**src/rtl/first_repeated_element_finder_defines.svh**
```systemverilog
// Assertion macros shared by the first repeated element finder RTL.
// Each macro expects clk and the active-low reset rst_n in the enclosing module.
`ifndef FIRST_REPEATED_ELEMENT_FINDER_DEFINES_SVH
`define FIRST_REPEATED_ELEMENT_FINDER_DEFINES_SVH

// A condition that must hold at every clock edge outside reset.
`define FRF_CHECK(label, cond, msg) \
  label: assert property (@(posedge clk) disable iff (!rst_n) (cond)) else $error(msg);

// A condition that implies another in the same cycle.
`define FRF_IMPLIES(label, ante, cons, msg) \
  label: assert property (@(posedge clk) disable iff (!rst_n) (ante) |-> (cons)) \
    else $error(msg);

// A condition that implies another in the next cycle.
`define FRF_NEXT(label, ante, cons, msg) \
  label: assert property (@(posedge clk) disable iff (!rst_n) (ante) |=> (cons)) \
    else $error(msg);

`endif

```
**src/rtl/frf_pkg.sv**
```systemverilog
// Package for the first repeated element finder: sizes and the token type.
// Used by the intake, the cells and the top level; depends on nothing.
`timescale 1ns / 1ps

package frf_pkg;

  localparam int MAX_ITEMS  = 1024;
  localparam int VALUE_W    = 32;
  localparam int POSITION_W = 11;
  localparam int POS_W      = (MAX_ITEMS > 2) ? $clog2(MAX_ITEMS) : 1;
  localparam int CNT_W      = $clog2(MAX_ITEMS + 1);

  // A token travels one cell per cycle. It may carry an element that still
  // looks for its place, the end-of-sequence scan, or both.
  typedef struct packed {
    logic               item;
    logic               last;
    logic [VALUE_W-1:0] value;
    logic [POS_W-1:0]   pos;
    logic               found;
    logic [POS_W-1:0]   fpos;
    logic               ovf;
  } frf_tok_t;

endpackage

```
**src/rtl/frf_cell.sv**
```systemverilog
// One table cell: holds a distinct value, its first position and a repeat
// mark, and passes the token on to the next cell. Uses frf_pkg.
`timescale 1ns / 1ps
`include "first_repeated_element_finder_defines.svh"

module frf_cell
  import frf_pkg::*;
(
  input  logic     clk,
  input  logic     rst_n,
  input  frf_tok_t tok_i,
  output frf_tok_t tok_o
);

  frf_tok_t           tok_r, tok_nxt;
  logic               vld_r, vld_nxt;
  logic [VALUE_W-1:0] val_r, val_nxt;
  logic [POS_W-1:0]   fpos_r, fpos_nxt;
  logic               mark_r, mark_nxt;
  logic               hit, take;
  logic               vld_now;

  assign hit     = tok_i.item && vld_r && (val_r == tok_i.value);
  assign take    = tok_i.item && !vld_r;
  assign vld_now = vld_r || take;

  always_comb begin
    val_nxt  = take ? tok_i.value : val_r;
    fpos_nxt = take ? tok_i.pos : fpos_r;
    mark_nxt = hit || (mark_r && !take);
    vld_nxt  = vld_now;
    tok_nxt      = tok_i;
    tok_nxt.item = tok_i.item && !hit && !take;
    // The scan picks up the first marked entry, seeing this cycle's update,
    // and empties the cell behind it.
    if (tok_i.last) begin
      if (!tok_i.found && vld_now && mark_nxt) begin
        tok_nxt.found = 1'b1;
        tok_nxt.fpos  = fpos_nxt;
      end
      vld_nxt = 1'b0;
    end
  end

  always_ff @(posedge clk) begin
    if (!rst_n) begin
      vld_r      <= 1'b0;
      tok_r.item <= 1'b0;
      tok_r.last <= 1'b0;
    end else begin
      vld_r      <= vld_nxt;
      tok_r.item <= tok_nxt.item;
      tok_r.last <= tok_nxt.last;
    end
    val_r       <= val_nxt;
    fpos_r      <= fpos_nxt;
    mark_r      <= mark_nxt;
    tok_r.value <= tok_nxt.value;
    tok_r.pos   <= tok_nxt.pos;
    tok_r.found <= tok_nxt.found;
    tok_r.fpos  <= tok_nxt.fpos;
    tok_r.ovf   <= tok_nxt.ovf;
  end

  assign tok_o = tok_r;

  `FRF_NEXT(a_scan_clears, tok_i.last, !vld_r, "cell not emptied by scan")
  `FRF_NEXT(a_hit_marks, hit && !tok_i.last, mark_r && vld_r, "repeat not marked")

endmodule

```
**config.mk**
```make
export PLATFORM = sky130hd
export DESIGN_NAME = frf_cell
export DESIGN_NICKNAME = d
export VERILOG_FILES = /design/src/rtl/frf_pkg.sv /design/src/rtl/frf_cell.sv
export VERILOG_INCLUDE_DIRS = /design/src /design/src/rtl
export SDC_FILE = /design/constraint.sdc
export NUM_CORES = 1
export LEC_CHECK = 0
export BUFFER_PORTS_ARGS = -buffer_cell sky130_fd_sc_hd__buf_4
export CORE_ASPECT_RATIO = 2
export CORE_UTILIZATION = 35
export DETAILED_ROUTE_END_ITERATION = 8
export GPL_ROUTABILITY_DRIVEN = 0
export HOLD_SLACK_MARGIN = 0.08
export RECOVER_POWER = 25
export SYNTH_ARGS = -nofsm -noshare
export SYNTH_HDL_FRONTEND = slang
export SYNTH_SLANG_ARGS = --single-unit
```
**constraint.sdc**
```tcl
create_clock -name clk -period 3.15 [get_ports clk]
set_input_delay 0.1575 -clock clk [delete_from_list [all_inputs] [get_ports clk]]
set_output_delay 0.1575 -clock clk [all_outputs]
set_load 0.02 [all_outputs]
```
# == Word level (Yosys, flattened, before mapping) ==
# Index checks and enable logic that the tools add are counted.
# word_totals
inputBits,58
regBits,100
# classes
n_reduce_logical,15
n_bitwise,1
n_mux,3
n_eq_ne,1
# op_table
cell,count
$eq A32 B32 Y1,1
$mux W11,2
$mux W10,1
$logic_and A1 B1 Y1,8
$logic_not A1 Y1,4
$logic_or A1 B1 Y1,2
$reduce_or A2 Y1,1
$not A1 Y1,1

# == Longest topological paths before layout ==
# depth
ltp_word,8
depth_mapped,7
depth_no_buf,6

# == Worst setup path before layout ==
# No wires, ideal clock.
# synth_timing
kind,flip-flop to flip-flop
startpoint,register vld_r
endpoint,"register tok_r, in the netlist tok_o[10]"
slack_ns,0.681
t_arrival_ns,2.348
required_ns,3.029
stages_incl_launch_ff,5
cell_sequence,dfxtp_1 -> nor2b_1 -> buf_1 -> mux2_2 -> mux2_4
# synth_lines
element,line_no,source
from (decl),frf_cell.sv:16,"logic vld_r, vld_nxt;"
from (signal assigned),frf_cell.sv:51,vld_r <= vld_nxt;
to (decl),frf_cell.sv:15,"frf_tok_t tok_r, tok_nxt;"

==> results.yml <==
sta:
  min_period_ps: 2360
  fmax_ghz: 0.423
  hold-worst-slack_ps: 475
  setup_total_negative_slack_ps: 0
  timing.max_slew.rel_slack: 0.722
  timing.final.max_slew_violations: 0
  finalSetupViolations: 0
  tightest_slew_ps: 417
  rsz_0062_raised_after_global_routing: "false"
  period_share: 0.750
  count_of_final_hold_check_violations: 0
  skew_ps: 5.25
flow_run:
  max_cap_violations: 0
setup_path:
  cp_max_fo: 11
  critPathKind: "input port to flop"
  path_delay_family: "simple AND/OR/NAND/NOR gates"
  reg2reg_from: "val_r[31]"
  crit_slowest_cell: "dlygate4sd3_1"
  ff2ff_setup_slack_ps: 970
  path_cells: "dlygate4sd3_1 -> clkbuf_1 -> xnor2_1 -> nand4_1 -> nor4_2 -> a41o_1 -> and4bb_4 -> mux2_2"
  slowest_delay_ps: 530
  worstReg2RegEnd: "tok_o[1]"
  cp_data_required_time_ps: 3380
  reg2regPathDepth: 6
  timing.critical_path.arrival_ps: 2590
  timing.critical_path.from_type: "input port"
  end_kind: "flop"
  crit_buf_inv: 2
synth:
  yosysWarnings: 0
  synth_area_leaders: "dfxtp_1 45%, edfxtp_1 32%, xnor2_1 9.2%, mux2_4 4.5%, mux2_2 4.1%"
  postSynthCellCount: 174
  synth_top_cell_by_area: "dfxtp_1"
  netlist.area_leader.share: 0.449
  post_syn_nets: 232
  synth.cell_area_sq_um: 3030
  postSynthRegisterBits: 100
  netlist-cell-type-count: 18
  syn-mean-instance-area_sq_um: 17.4
  seq_area_frac_synth: 0.766
routing:
  totalWireLength_um: 6210
  drtAntennaViolNets: 0
  route.detailed.wl_per_inst_um: 13.6
  route.detailed.drc: 0
  detail_route.iter0.violations: 67
  detailedRoute.firstPassIterationCount: 4
  vias: 1971
  vias_per_cell: 4.31
global_route:
  grt_first_pass_wirelength_um: 9630
  globalRoute.totalOverflow: 0
  antenna_found_initial: 0
  number_of_global_route_vias_before_repair: 2047
  grt_util_all_layers: 0.148
  grt_start_max_net_pins: 32
layout:
  fin_area_sq_um: 4780
  drive_gt1_frac: 0.340
  final_core_utilization: 0.573
  syn_to_final_growth_pct: 57.7
  num_antenna_cells: 0
  final_nets: 412
placed_design:
  placement.cell_area_sq_um: 4000
  hpwlAfterDp_um: 4380
  portBuffers: 113
power_and_ir_drop:
  power_leakage_nw: 1.93
  maximum_vdd_drop_mv: 0.405
  power.density_cell_area_nw_per_um2: 609
die:
  die_area_sq_um: 9060
  die_x_um: 67.8
  std_cell_rows: 47
  core_area_sq_um: 8350
  floorplan.die.height_um: 134
  boundaryPins: 114
  start_util: 0.363
cts:
  tritoncts: "done"
  clkSlewWorstSetupHoldPaths_ps: 60
  numCtsBuffers: 9
  cts.sinks: 100
  cts_buffer_depth: 2
  cts_root_buffer: "clkbuf_16"
  clkLatencyLatePin_ps: 330
  post_cts_resized: 0
  h-tree-depth: 3
min_path:
  min_delay_path_depth: 1
  path_category_of_the_worst_min_delay_check: "flop to flop"
  min-delay-start: "fpos_r[0]"
  whs_endpoint: "fpos_r[0]"
run_status:
  outcome: "complete, no violations"
## cells in the final DEF, fill, tap and decap left out, types with 2 or more instances in the layout
| master | synthesis | routed |
|---|---|---|
| xnor2_1 | 32 | 32 |
| nand4_1 | 8 | 8 |
| mux2_2 | 11 | 11 |
| mux2_4 | 9 | 9 |
| edfxtp_1 | 32 | 32 |
| dfxtp_1 | 68 | 68 |
| clkbuf_16 | 0 | 12 |
| dlygate4sd3_1 | 0 | 57 |
| clkbuf_8 | 0 | 2 |
| nor4_2 | 2 | 2 |
| clkbuf_4 | 0 | 11 |
| buf_4 | 0 | 71 |
| clkbuf_1 | 0 | 33 |
## logic make-up after synthesis
logic type             after synthesis  synth area share
flip-flops                         100             0.766
XOR/XNOR                            32            0.0924
multiplexers                        20            0.0854
AND/OR/NAND/NOR                     18            0.0437
AO/OA/AOI/OAI                        2           0.00495
buffers and inverters                2           0.00784
## routing by layer
metal | vias to the layer above | global-route usage | part of all wire
met4 | 0 | 0.0833 | 0.022
met1 | 927 | 0.141 | 0.36
met2 | 60 | 0.270 | 0.58
li1 | 975 | - | -
met3 | 9 | 0.0385 | 0.046
met5 | - | 0 | 0
## flip-flops by register name, indices dropped and copies added, names as in the netlist
| signal | cells |
|---|---|
| tok_o | 56 |
| val_r | 32 |
| mark_r | 1 |
| fpos_r | 10 |
| vld_r | 1 |
## Yosys cell counts (all sizes together)
master,number
a41o,1
xnor2,32
nor2,1
edfxtp,32
or2,1
mux2,20
and2,1
nor2b,2
and4bb,1
nor4,2
buf,2
nor3b,1
nand3,1
nand4,8
a21oi,1
dfxtp,68
## what timing repair did
action,CTS,global route
hold buffers,57,0
setup buffers,0,0
endpoints found under the hold margin,99,0
## worst reg2reg max path, cell delays in order (launching register included)
cell,delay [ps]
edfxtp_1,390
xnor2_1,140
nand4_1,130
nor4_2,390
a41o_1,250
and4bb_4,410
mux2_2,360
## worst max-delay path by stage
stage	startpoint	cells past startpoint	end
2_1_floorplan	vld_r	4	tok_o[10]
3_3_place_gp	val_r[25]	6	tok_o[1]
3_5_place_dp	val_r[25]	6	tok_o[1]
4_1_cts	tok_i[47]	8	tok_o[1]
5_1_grt	tok_i[43]	8	tok_o[1]
6_report	tok_i[35]	8	tok_o[1]
## through the flow
stage	std cells	power (mW)	setup WS, ps
after global routing	457	3.01	665
after detailed placement	384	1.75	919
final	457	2.91	788
after CTS	457	2.97	798
after global placement	384	1.74	973
after floorplan	174	1.60	681
## power breakdown
group	total (mW)	internal, mW	switching, mW
sequential	1.44	1.41	0.0246
clock	1.16	0.722	0.438
combinational	0.313	0.174	0.139
## layout make-up
class | count | area (sq um)
clock buffers | 15 | 332
clock inverters | 1 | 5.00
fillers | 707 | 3570
multi-input cells | 72 | 694
flip-flops and latches | 100 | 2320
well taps | 98 | 123
repair buffers | 171 | 1310
(Power assumes the default switching activity.)
