File: src/rtl/first_repeated_element_finder_defines.svh
// Assertion macros shared by the first repeated element finder RTL.
// Each macro expects clk and the active-low reset rst_n in the enclosing module.
`ifndef FIRST_REPEATED_ELEMENT_FINDER_DEFINES_SVH
`define FIRST_REPEATED_ELEMENT_FINDER_DEFINES_SVH

// A condition that must hold at every clock edge outside reset.
`define FRF_CHECK(label, cond, msg) \
  label: assert property (@(posedge clk) disable iff (!rst_n) (cond)) else $error(msg);

// A condition that implies another in the same cycle.
`define FRF_IMPLIES(label, ante, cons, msg) \
  label: assert property (@(posedge clk) disable iff (!rst_n) (ante) |-> (cons)) \
    else $error(msg);

// A condition that implies another in the next cycle.
`define FRF_NEXT(label, ante, cons, msg) \
  label: assert property (@(posedge clk) disable iff (!rst_n) (ante) |=> (cons)) \
    else $error(msg);

`endif

File: src/rtl/frf_pkg.sv
// Package for the first repeated element finder: sizes and the token type.
// Used by the intake, the cells and the top level; depends on nothing.
`timescale 1ns / 1ps

package frf_pkg;

  localparam int MAX_ITEMS  = 1024;
  localparam int VALUE_W    = 32;
  localparam int POSITION_W = 11;
  localparam int POS_W      = (MAX_ITEMS > 2) ? $clog2(MAX_ITEMS) : 1;
  localparam int CNT_W      = $clog2(MAX_ITEMS + 1);

  // A token travels one cell per cycle. It may carry an element that still
  // looks for its place, the end-of-sequence scan, or both.
  typedef struct packed {
    logic               item;
    logic               last;
    logic [VALUE_W-1:0] value;
    logic [POS_W-1:0]   pos;
    logic               found;
    logic [POS_W-1:0]   fpos;
    logic               ovf;
  } frf_tok_t;

endpackage

File: src/rtl/frf_intake.sv
// Input side of the finder: accepts transactions, numbers the elements and
// tracks overflow, then forms the token for the first cell. Uses frf_pkg.
`timescale 1ns / 1ps
`include "first_repeated_element_finder_defines.svh"

module frf_intake
  import frf_pkg::*;
(
  input  logic               clk,
  input  logic               rst_n,
  input  logic               start,
  output logic               busy,
  input  logic [VALUE_W-1:0] in_value,
  input  logic               in_last,
  output frf_tok_t           tok_o
);

  logic [CNT_W-1:0] cnt_r, cnt_nxt;
  logic             ovf_r, ovf_nxt;
  logic             acc;
  logic             full;
  logic             take_item;

  assign busy      = !rst_n;
  assign acc       = start && rst_n;
  assign full      = (cnt_r == CNT_W'(MAX_ITEMS));
  assign take_item = acc && !full;

  always_comb begin
    cnt_nxt = cnt_r;
    ovf_nxt = ovf_r;
    if (acc && in_last) begin
      cnt_nxt = '0;
      ovf_nxt = 1'b0;
    end else if (acc) begin
      if (full) begin
        ovf_nxt = 1'b1;
      end else begin
        cnt_nxt = cnt_r + CNT_W'(1);
      end
    end
  end

  always_comb begin
    tok_o       = '0;
    tok_o.item  = take_item;
    tok_o.last  = acc && in_last;
    tok_o.value = in_value;
    tok_o.pos   = cnt_r[POS_W-1:0];
    tok_o.ovf   = ovf_r || (acc && full);
  end

  always_ff @(posedge clk) begin
    if (!rst_n) begin
      cnt_r <= '0;
      ovf_r <= 1'b0;
    end else begin
      cnt_r <= cnt_nxt;
      ovf_r <= ovf_nxt;
    end
  end

  `FRF_CHECK(a_cnt_bound, cnt_r <= CNT_W'(MAX_ITEMS), "element count beyond limit")
  `FRF_NEXT(a_ovf_needs_full, acc && !in_last && !ovf_r && ovf_nxt, full == 1'b1, "overflow early")

endmodule

File: config.mk
export PLATFORM = sky130hd
export DESIGN_NAME = frf_intake
export DESIGN_NICKNAME = d
export VERILOG_FILES = /design/src/rtl/frf_pkg.sv /design/src/rtl/frf_intake.sv
export VERILOG_INCLUDE_DIRS = /design/src /design/src/rtl
export SDC_FILE = /design/constraint.sdc
export NUM_CORES = 1
export LEC_CHECK = 0
export BUFFER_PORTS_ARGS = -buffer_cell sky130_fd_sc_hd__buf_4
export CORE_MARGIN = 2
export CORE_UTILIZATION = 29
export DETAILED_ROUTE_END_ITERATION = 8
export GPL_ROUTABILITY_DRIVEN = 0
export PLACE_DENSITY = 0.74
export SLEW_MARGIN = 20
export SYNTH_ARGS = -nofsm -noshare
export SYNTH_HDL_FRONTEND = slang
export SYNTH_SLANG_ARGS = --single-unit
File: constraint.sdc
create_clock -name clk -period 4.25 [get_ports clk]
set_clock_uncertainty 0.2 [all_clocks]
set_input_delay 0.2125 -clock clk [delete_from_list [all_inputs] [get_ports clk]]
set_output_delay 0.2125 -clock clk [all_outputs]
set_load 0.1 [all_outputs]
======== Word level (Yosys, flattened, before mapping) ========
Index checks and enable logic that the tools add are counted.
Widths: inputs -> output; s select.
word-level totals
  register bits ........................... 12
  output and inout port bits .............. 57
cells by class
  add/subtract/negate cells ............... 1
  eq/ne operators ......................... 1
  bitwise gates (word level) .............. 2
  reductions and logical operators ........ 10
operators by type and width
  cell                   count
  $add 11x1->11 const B  1
  $eq 11x11->1 const B   1
  $logic_and 1x1->1      4
  $reduce_and 2->1       2
  $logic_not 1->1        2
  $not 1->1              2
  $reduce_or 2->1        1
  $logic_or 1x1->1       1

======== Logic depth before layout (Yosys ltp) ========
Gate-level depths: netlist of run 1.
  depth in word-level cells ............... 3
  depth in mapped cells ................... 5
  mapped depth without buffers ............ 5

======== Worst setup path before layout of run 1 ========
OpenSTA, ideal clock, no wires.
  path kind ............................... flip-flop to output port
  start point ............................. register cnt_r[5]
  end point ............................... output port tok_o[0] (netlist bit)
  arrival time ............................ 1555 ps
  required time ........................... 3838 ps
  slack ................................... 2282 ps
  cell stages (with the launch flop) ...... 4
  cell sequence ........................... dfxtp_1 -> nor4_1 -> nand4b_1 -> nand2_1
RTL lines
  element                   RTL line          source
  start: declaration        frf_intake.sv:18  logic [CNT_W-1:0] cnt_r, cnt_nxt;
  start signal: assignment  frf_intake.sv:58  cnt_r <= cnt_nxt;
  end: declaration          frf_intake.sv:15  output frf_tok_t tok_o

==> results.txt, run 1 <==
The number of global-route vias before repair is 619. The aggregate routed wire length came out at ~1.8 mm. By area, the combinational part of the netlist is dominated by buffers and inverters. The global route total overflow came out at 0. The proportion of synthesized chip area in sequential cells came out at 0.228. The effective utilization at floorplan is 0.308.

The total of buffers placed on input and output ports came out at 17. Buffers inserted to repair hold after CTS numbered 0. For this run, asynchronously set or reset flops after synthesis account for 0. The met3 track utilization from global routing came out at 0.0317.

The gate count after technology mapping came out at around 130. At the worst endpoint, the required time is 3840 ps. The number of inserted diodes came out at 0.

The area share of fa/ha/maj cells after synthesis came out at 0.0238. The pre-CTS setup slack came out at ~2300 ps. Of the post-synthesis cell area, the dominant cell type holds 0.385.

The final sum of negative setup slack came out at 0 ps. Setup violations remaining at the end of the flow were counted as 0. The maximum clock insertion buffer count is 2.

The via count of the routed design came out at around 700. The type of element capturing the critical path is an output pin. The die is 64.2 um tall. The flow ran to the end, and the final reports show no timing, DRC or antenna violations. The number of buffers created by CTS came out at 3. The count of different cell masters after synthesis came out at 26. By instance count, the leading cell after synthesis is sky130_fd_sc_hd__buf_4. The actual slew at the worst max-slew pin is roughly 600 ps. The fraction of synthesized area in multiplexers came out at 0.0380. The relative max-transition margin is 0.609. After synthesis, the mean cell area works out to 7.91 sq um.

The worst setup slack after layout came out at approximately 2000 ps. Data arrives at the worst endpoint at roughly 1800 ps. The post-CTS resize count came out at 0. In this run the most used layer during global routing was met2. The synthesis-to-finish area growth is -14.9%.

The type of the most critical hold path is input pin to flop. The number of warnings reported in the yosys synthesis log is 0. The via density per instance came out at approximately 4.6. The clock net in this run drives a total of 12 sinks. The number of rows created at floorplan is 21. For this run, the total global-route usage over all layers was measured as 0.0914.

The HPWL after detailed placement came out at 1.33 mm. The number of endpoints with negative hold slack in the final report came out at 0. TritonCTS built the clock tree.

The maximum number of pins on one net before global-route repair is 10. The floorplan core area is 3420 sq um. The compound-cell area share of the yosys netlist is 0.0951. By startpoint and endpoint, the worst setup path is classified as flop to output pin. Summed over all cells, the static leakage comes to 0.353 nW. In the post-synthesis netlist, the biggest area contributors are sky130_fd_sc_hd__buf_4 39%, sky130_fd_sc_hd__dfxtp_1 23%, sky130_fd_sc_hd__nand2_1 4.3%, sky130_fd_sc_hd__a21oi_1 3.8%, sky130_fd_sc_hd__mux2i_1 3.8%. The buffers inserted during post-CTS setup optimization is 0. The die covers 4130 sq um. The number of flip-flops and latches in the synthesized netlist came out at 12. In this run, the number of DRC markers left after iteration 0 of detailed routing was 20. Setup repair after global routing left no endpoint under its margin. The number of synthesized flops with an enable pin came out at 0.

The count of antenna-violating nets left after detailed routing came out at 0. Based on the critical path, the design can be clocked at up to 445 MHz. By count the netlist is led by 54 x sky130_fd_sc_hd__buf_4, 12 x sky130_fd_sc_hd__dfxtp_1, 12 x sky130_fd_sc_hd__nand2_1, 8 x sky130_fd_sc_hd__a21oi_1, 6 x sky130_fd_sc_hd__nand3_1. The boundary pin count is 93.

In this run the number of H-tree levels came out at 1. Of the available clock period, the critical path in the final layout requires 0.528. The tree is rooted in a sky130_fd_sc_hd__clkbuf_4.

In the global route stage, met1 resource usage came out at 0.102. Of the total synthesized cell area, the portion taken by XOR and XNOR cells is 0. The worst vdd rail ir drop is 0.0000815 V.

The highest fanout seen on the critical path came out at 6. Of the total synthesized cell area, the portion taken by AND, OR, NAND and NOR gates is 0.199. The proportion of layout cells with a drive suffix above 1 came out at 0.231. The cell area that synthesis handed to floorplanning was between 1000 and 1500 sq um.

The number of DRC violations after detailed routing came out at 0. The number of nets at the end of the flow came out at 147. For this run, global-route usage on met2 was measured as 0.132. Clock-pin slew was measured on the worst setup and hold paths at 80 ps. The first-pass GRT wire length is 2.91 mm.

The number of maximum-capacitance violations came out at 0. The library cell occupying the most area in the post-synthesis netlist is sky130_fd_sc_hd__buf_4. The top flip-flop cell by instance count after synthesis is sky130_fd_sc_hd__dfxtp_1.

The power density relative to cell area is about 320 nW/um^2. The post-layout minimum cycle time came out at 2240 ps. The die is between 60 and 70 um wide. After detailed routing, the average wire length per cell comes to roughly 12 um. The number of pins exceeding their max-slew limit in the final report came to 0. The length of the first detailed-routing pass in iterations is 4.

The clock insertion delay at the later pin of the skew report came out at 290 ps. The worst setup path is launched from a flop. The number of antenna violations at the first check in global routing is 0.
[layout make-up]
type                    instances  area [sq um]
inverters                       5          18.8
fillers                       393          2520
well taps                      46          57.6
repair buffers                 17           128
clock buffers                   4          36.3
flip-flops and latches         12           240
multi-input cells              70           415
[cells by family (layout without fill, tap and decap cells)]
group | count (synthesis) | in the layout
flip-flops | 12 | 12
AO/OA/AOI/OAI | 17 | 17
buffers and inverters | 61 | 26
multiplexers | 4 | 4
other | 1 | 11
AND/OR/NAND/NOR | 36 | 36
adder cells (fa/ha/maj) | 2 | 2
[final timing paths]
path	from	end	slack (ps)	depth (start not counted)
hold / removal	rst_n	cnt_r[2]$_SDFFE_PP0P_	130	4
hold reg to reg	ovf_r$_SDFFE_PP0P_	ovf_r$_SDFFE_PP0P_	250	2
setup reg to reg	cnt_r[1]$_SDFFE_PP0P_	cnt_r[8]$_SDFFE_PP0P_	2530	4
setup / recovery	cnt_r[0]$_SDFFE_PP0P_	tok_o[55]	2010	5
[sequential cells by signal, indices dropped and copies added (netlist names)]
name,count
ovf_r,1
cnt_r,11
[placed cells by master, fill, tap and decap left out, types with 2 or more instances in the layout]
cell type                  instances
sky130_fd_sc_hd__a21oi_1           8
sky130_fd_sc_hd__buf_4            17
sky130_fd_sc_hd__clkbuf_4          3
sky130_fd_sc_hd__conb_1           11
sky130_fd_sc_hd__dfxtp_1          12
sky130_fd_sc_hd__ha_1              2
sky130_fd_sc_hd__inv_1             5
sky130_fd_sc_hd__mux2i_1           4
sky130_fd_sc_hd__nand2_1          12
sky130_fd_sc_hd__nand2b_1          2
sky130_fd_sc_hd__nand3_1           6
sky130_fd_sc_hd__nand4_1           2
sky130_fd_sc_hd__nor4_1            3
sky130_fd_sc_hd__o21ai_0           4
sky130_fd_sc_hd__o31ai_1           2
sky130_fd_sc_hd__or3_1             3
sky130_fd_sc_hd__or4_1             2
[per-stage QoR]
step | instances | hold slack (ps) | utilization | area (sq um) | power [mW]
after floorplan | 143 | 231 | - | 1090 | 0.336
after global placement | 150 | 226 | 0.252 | 860 | 0.192
after detailed placement | 150 | 226 | 0.252 | 860 | 0.192
after CTS | 154 | 123 | 0.262 | 896 | 0.289
after global routing | 154 | 178 | 0.262 | 896 | 0.296
final | 154 | 131 | 0.262 | 896 | 0.284
[report_power, final]
| part | switching, mW | internal, mW |
|---|---|---|
| Clock | 0.0425 | 0.0522 |
| Combinational | 0.0675 | 0.00774 |
| Sequential | 0.00124 | 0.113 |
| Total | 0.111 | 0.173 |
[metal layers]
metal / wire length, um / vias up
met5: 0 / -
met4: 76 / 0
met3: 185 / 11
met2: 792 / 32
met1: 725 / 324
li1: - / 336
[critical path, cell delays in order (launching register included)]
cell and delay [ps]:
sky130_fd_sc_hd__dfxtp_1 430, sky130_fd_sc_hd__inv_1 80, sky130_fd_sc_hd__ha_1 190, sky130_fd_sc_hd__nor2b_1 140
sky130_fd_sc_hd__a31oi_1 330, sky130_fd_sc_hd__buf_4 370
No activity file was read; power rests on OpenSTA's default activity.
==> run 2: changes to the inputs <==
- clock period: 4.25 -> 2.1 ns (I/O delays scaled with it)
==> results.txt, run 2 (synthesis results as in run 1) <==
Setup repair after global routing could not meet its margin everywhere. The floorplan die area came out at 4130 sq um. TritonCTS built the clock tree.

The worst-case register-to-register setup slack is approximately 400 ps. For this run, the total global-route usage over all layers was measured as 0.0856. The number of endpoints with negative hold slack in the final report is 0. The number of nets at the end of the flow is 147. The die extent in y is 64.2 um. For this run the aggregate overflow at the end of global routing stands at 0. The worst hold path belongs to the class input pin to output pin. The final hold slack came out at ~10 ps. CTS saw 12 sinks.

Including well taps, the total number of placed cells is 150. The count of nets left with antenna violations once routing finished came out at 0. The run finished with clean final reports. The number of DRC markers after the initial detailed-route iteration is 15.

Of the available clock period, the critical path in the final layout requires 0.939. The number of buffers created by CTS came out at 3. The root buffer cell chosen for the clock tree is sky130_fd_sc_hd__clkbuf_4.

The first-pass GRT wire length is around 2.8 mm. CTS built an H-tree with a depth of 1. The worst register-to-register path begins at cnt_r[1]$_SDFFE_PP0P_.

The hold-critical path endpoint is tok_o[46]. The number of maximum-capacitance violations is 0. Leaving out fill and tap cells, the most frequent cells in the layout are 15 x sky130_fd_sc_hd__buf_4, 12 x sky130_fd_sc_hd__nand2_1, 12 x sky130_fd_sc_hd__dfxtp_1. The number of DRC violations after detailed routing came out at 0. The aggregate routed wire length is 1.70 mm. The highest fanout seen on the critical path is 8. The floorplan core area came out at between 3000 and 4000 sq um. The maximum clock insertion buffer count came out at 2.

Across all layers, the routed design uses 666 vias. In the final layout, the share of cells above drive strength 1 is 0.243. The number of antenna violations at the first check in global routing came to 0. The number of flip-flops in the largest register came out at 11. The library cell used most frequently in the layout, excluding fill and tap cells, is sky130_fd_sc_hd__buf_4. The clock insertion delay at the later pin of the skew report is 270 ps. The number of inserted diodes came out at 0. The nature of the critical path startpoint is a flop. In this run the most critical hold path is launched from in_value[24]. The actual slew at the worst max-slew pin is 510 ps. The power density relative to cell area came out at slightly below 600 nW/um^2. Once layout is complete, the cells apart from fillers number 153. The type of element capturing the critical path is an output pin.

The first detailed-routing pass took 4 iterations. The timing-limited maximum frequency came out at approximately 510 MHz. The required time at the endpoint of the critical path came out at 1790 ps. The post-layout minimum cycle time is 1970 ps. The die boundary width is 64.2 um. The worst pin sits at a relative slew slack of 0.660. The effective utilization at floorplan came out at 0.308. The wire-length estimate of the detail-placed layout is 1.30 mm. The synthesis-to-finish area growth came out at -14.3%. The utilization after layout came out at 0.264.

The boundary pin count is 93. The length in cells of the worst reg-to-reg path came out at 4. More flip-flops sit in one register than any other, and that register is cnt_r.

Across the VDD grid, the largest voltage drop is 0.000151 V. After detailed routing, the average wire length per cell comes to 11.1 um. The number of rows created at floorplan is 21. The final number of setup-violating endpoints is 0.

The largest registers in the layout are cnt_r (11), ovf_r (1). The number of pins exceeding their max-slew limit in the final report is 0. The maximum number of pins on one net before global-route repair came out at 10. Summed over all cells, the static leakage comes to 0.350 nW. The critical path is of the flop to output pin type. At the worst endpoint, the arrival time is 1670 ps. The number of global-route vias before repair came out at 606. Along the worst hold path, the cell count comes to 0. Buffers inserted to repair hold after CTS numbered 0. After clock tree synthesis, the clock-pin slew on the worst setup and hold paths is 70 ps. After detailed routing, the number of vias per cell comes to ~4.4. The total of buffers placed on input and output ports came out at 17. In this run the critical register-to-register path is captured at cnt_r[8]$_SDFFE_PP0P_.
run 2: critical path, cell delays in order (launching register included):
cell and delay, ps:
sky130_fd_sc_hd__dfxtp_1 400, sky130_fd_sc_hd__nor4b_2 460, sky130_fd_sc_hd__nand4b_1 190, sky130_fd_sc_hd__nand2_1 130, sky130_fd_sc_hd__buf_6 230
run 2: area by class of cell:
cell class	instances	area, sq um
fill	384	2510
multi-input combinational	70	428
sequential	12	240
timing repair buffer	17	135
tap	46	57.6
clock buffer	3	22.5
inverter	5	18.8
run 2: where the power goes:
group / switching [mW] / total, mW / internal (mW)
logic: 0.136 / 0.153 / 0.0166
clock network: 0.0751 / 0.141 / 0.0663
registers: 0.00241 / 0.231 / 0.229
total: 0.214 / 0.526 / 0.312
run 2: worst max-delay path by stage:
stage	slack, ps	from	depth (start not counted)	to
floorplan	240	cnt_r[5]$_SDFFE_PP0P_	3	tok_o[0]
global placement	340	cnt_r[0]$_SDFFE_PP0P_	5	tok_o[55]
detailed placement	300	cnt_r[0]$_SDFFE_PP0P_	5	tok_o[55]
CTS	0.2	cnt_r[0]$_SDFFE_PP0P_	5	tok_o[55]
global route	-20	cnt_r[0]$_SDFFE_PP0P_	5	tok_o[55]
finish	130	cnt_r[2]$_SDFFE_PP0P_	4	tok_o[0]
run 2: per-layer routing:
layer | vias to the layer above | GRT usage | share of wire
li1 | 335 | - | -
met1 | 299 | 0.0970 | 0.41
met2 | 26 | 0.130 | 0.48
met3 | 6 | 0.0299 | 0.097
met4 | 0 | 0.0665 | 0.014
met5 | - | 0 | 0
run 2: metrics by stage:
stage	power (mW)	setup TNS, ps	worst slack, ps	instance area (sq um)
6_report	0.526	0	127	902
3_5_place_dp	0.388	0	296	860
5_1_grt	0.543	-20.2	-16.6	902
4_1_cts	0.530	0	0.209	882
3_3_place_gp	0.388	0	341	860
2_1_floorplan	0.681	0	240	1090
run 2: repair_timing:
item / CTS / global route
resized for setup: 0 / 4
setup endpoints to repair: 0 / 2
setup buffers: 0 / 0
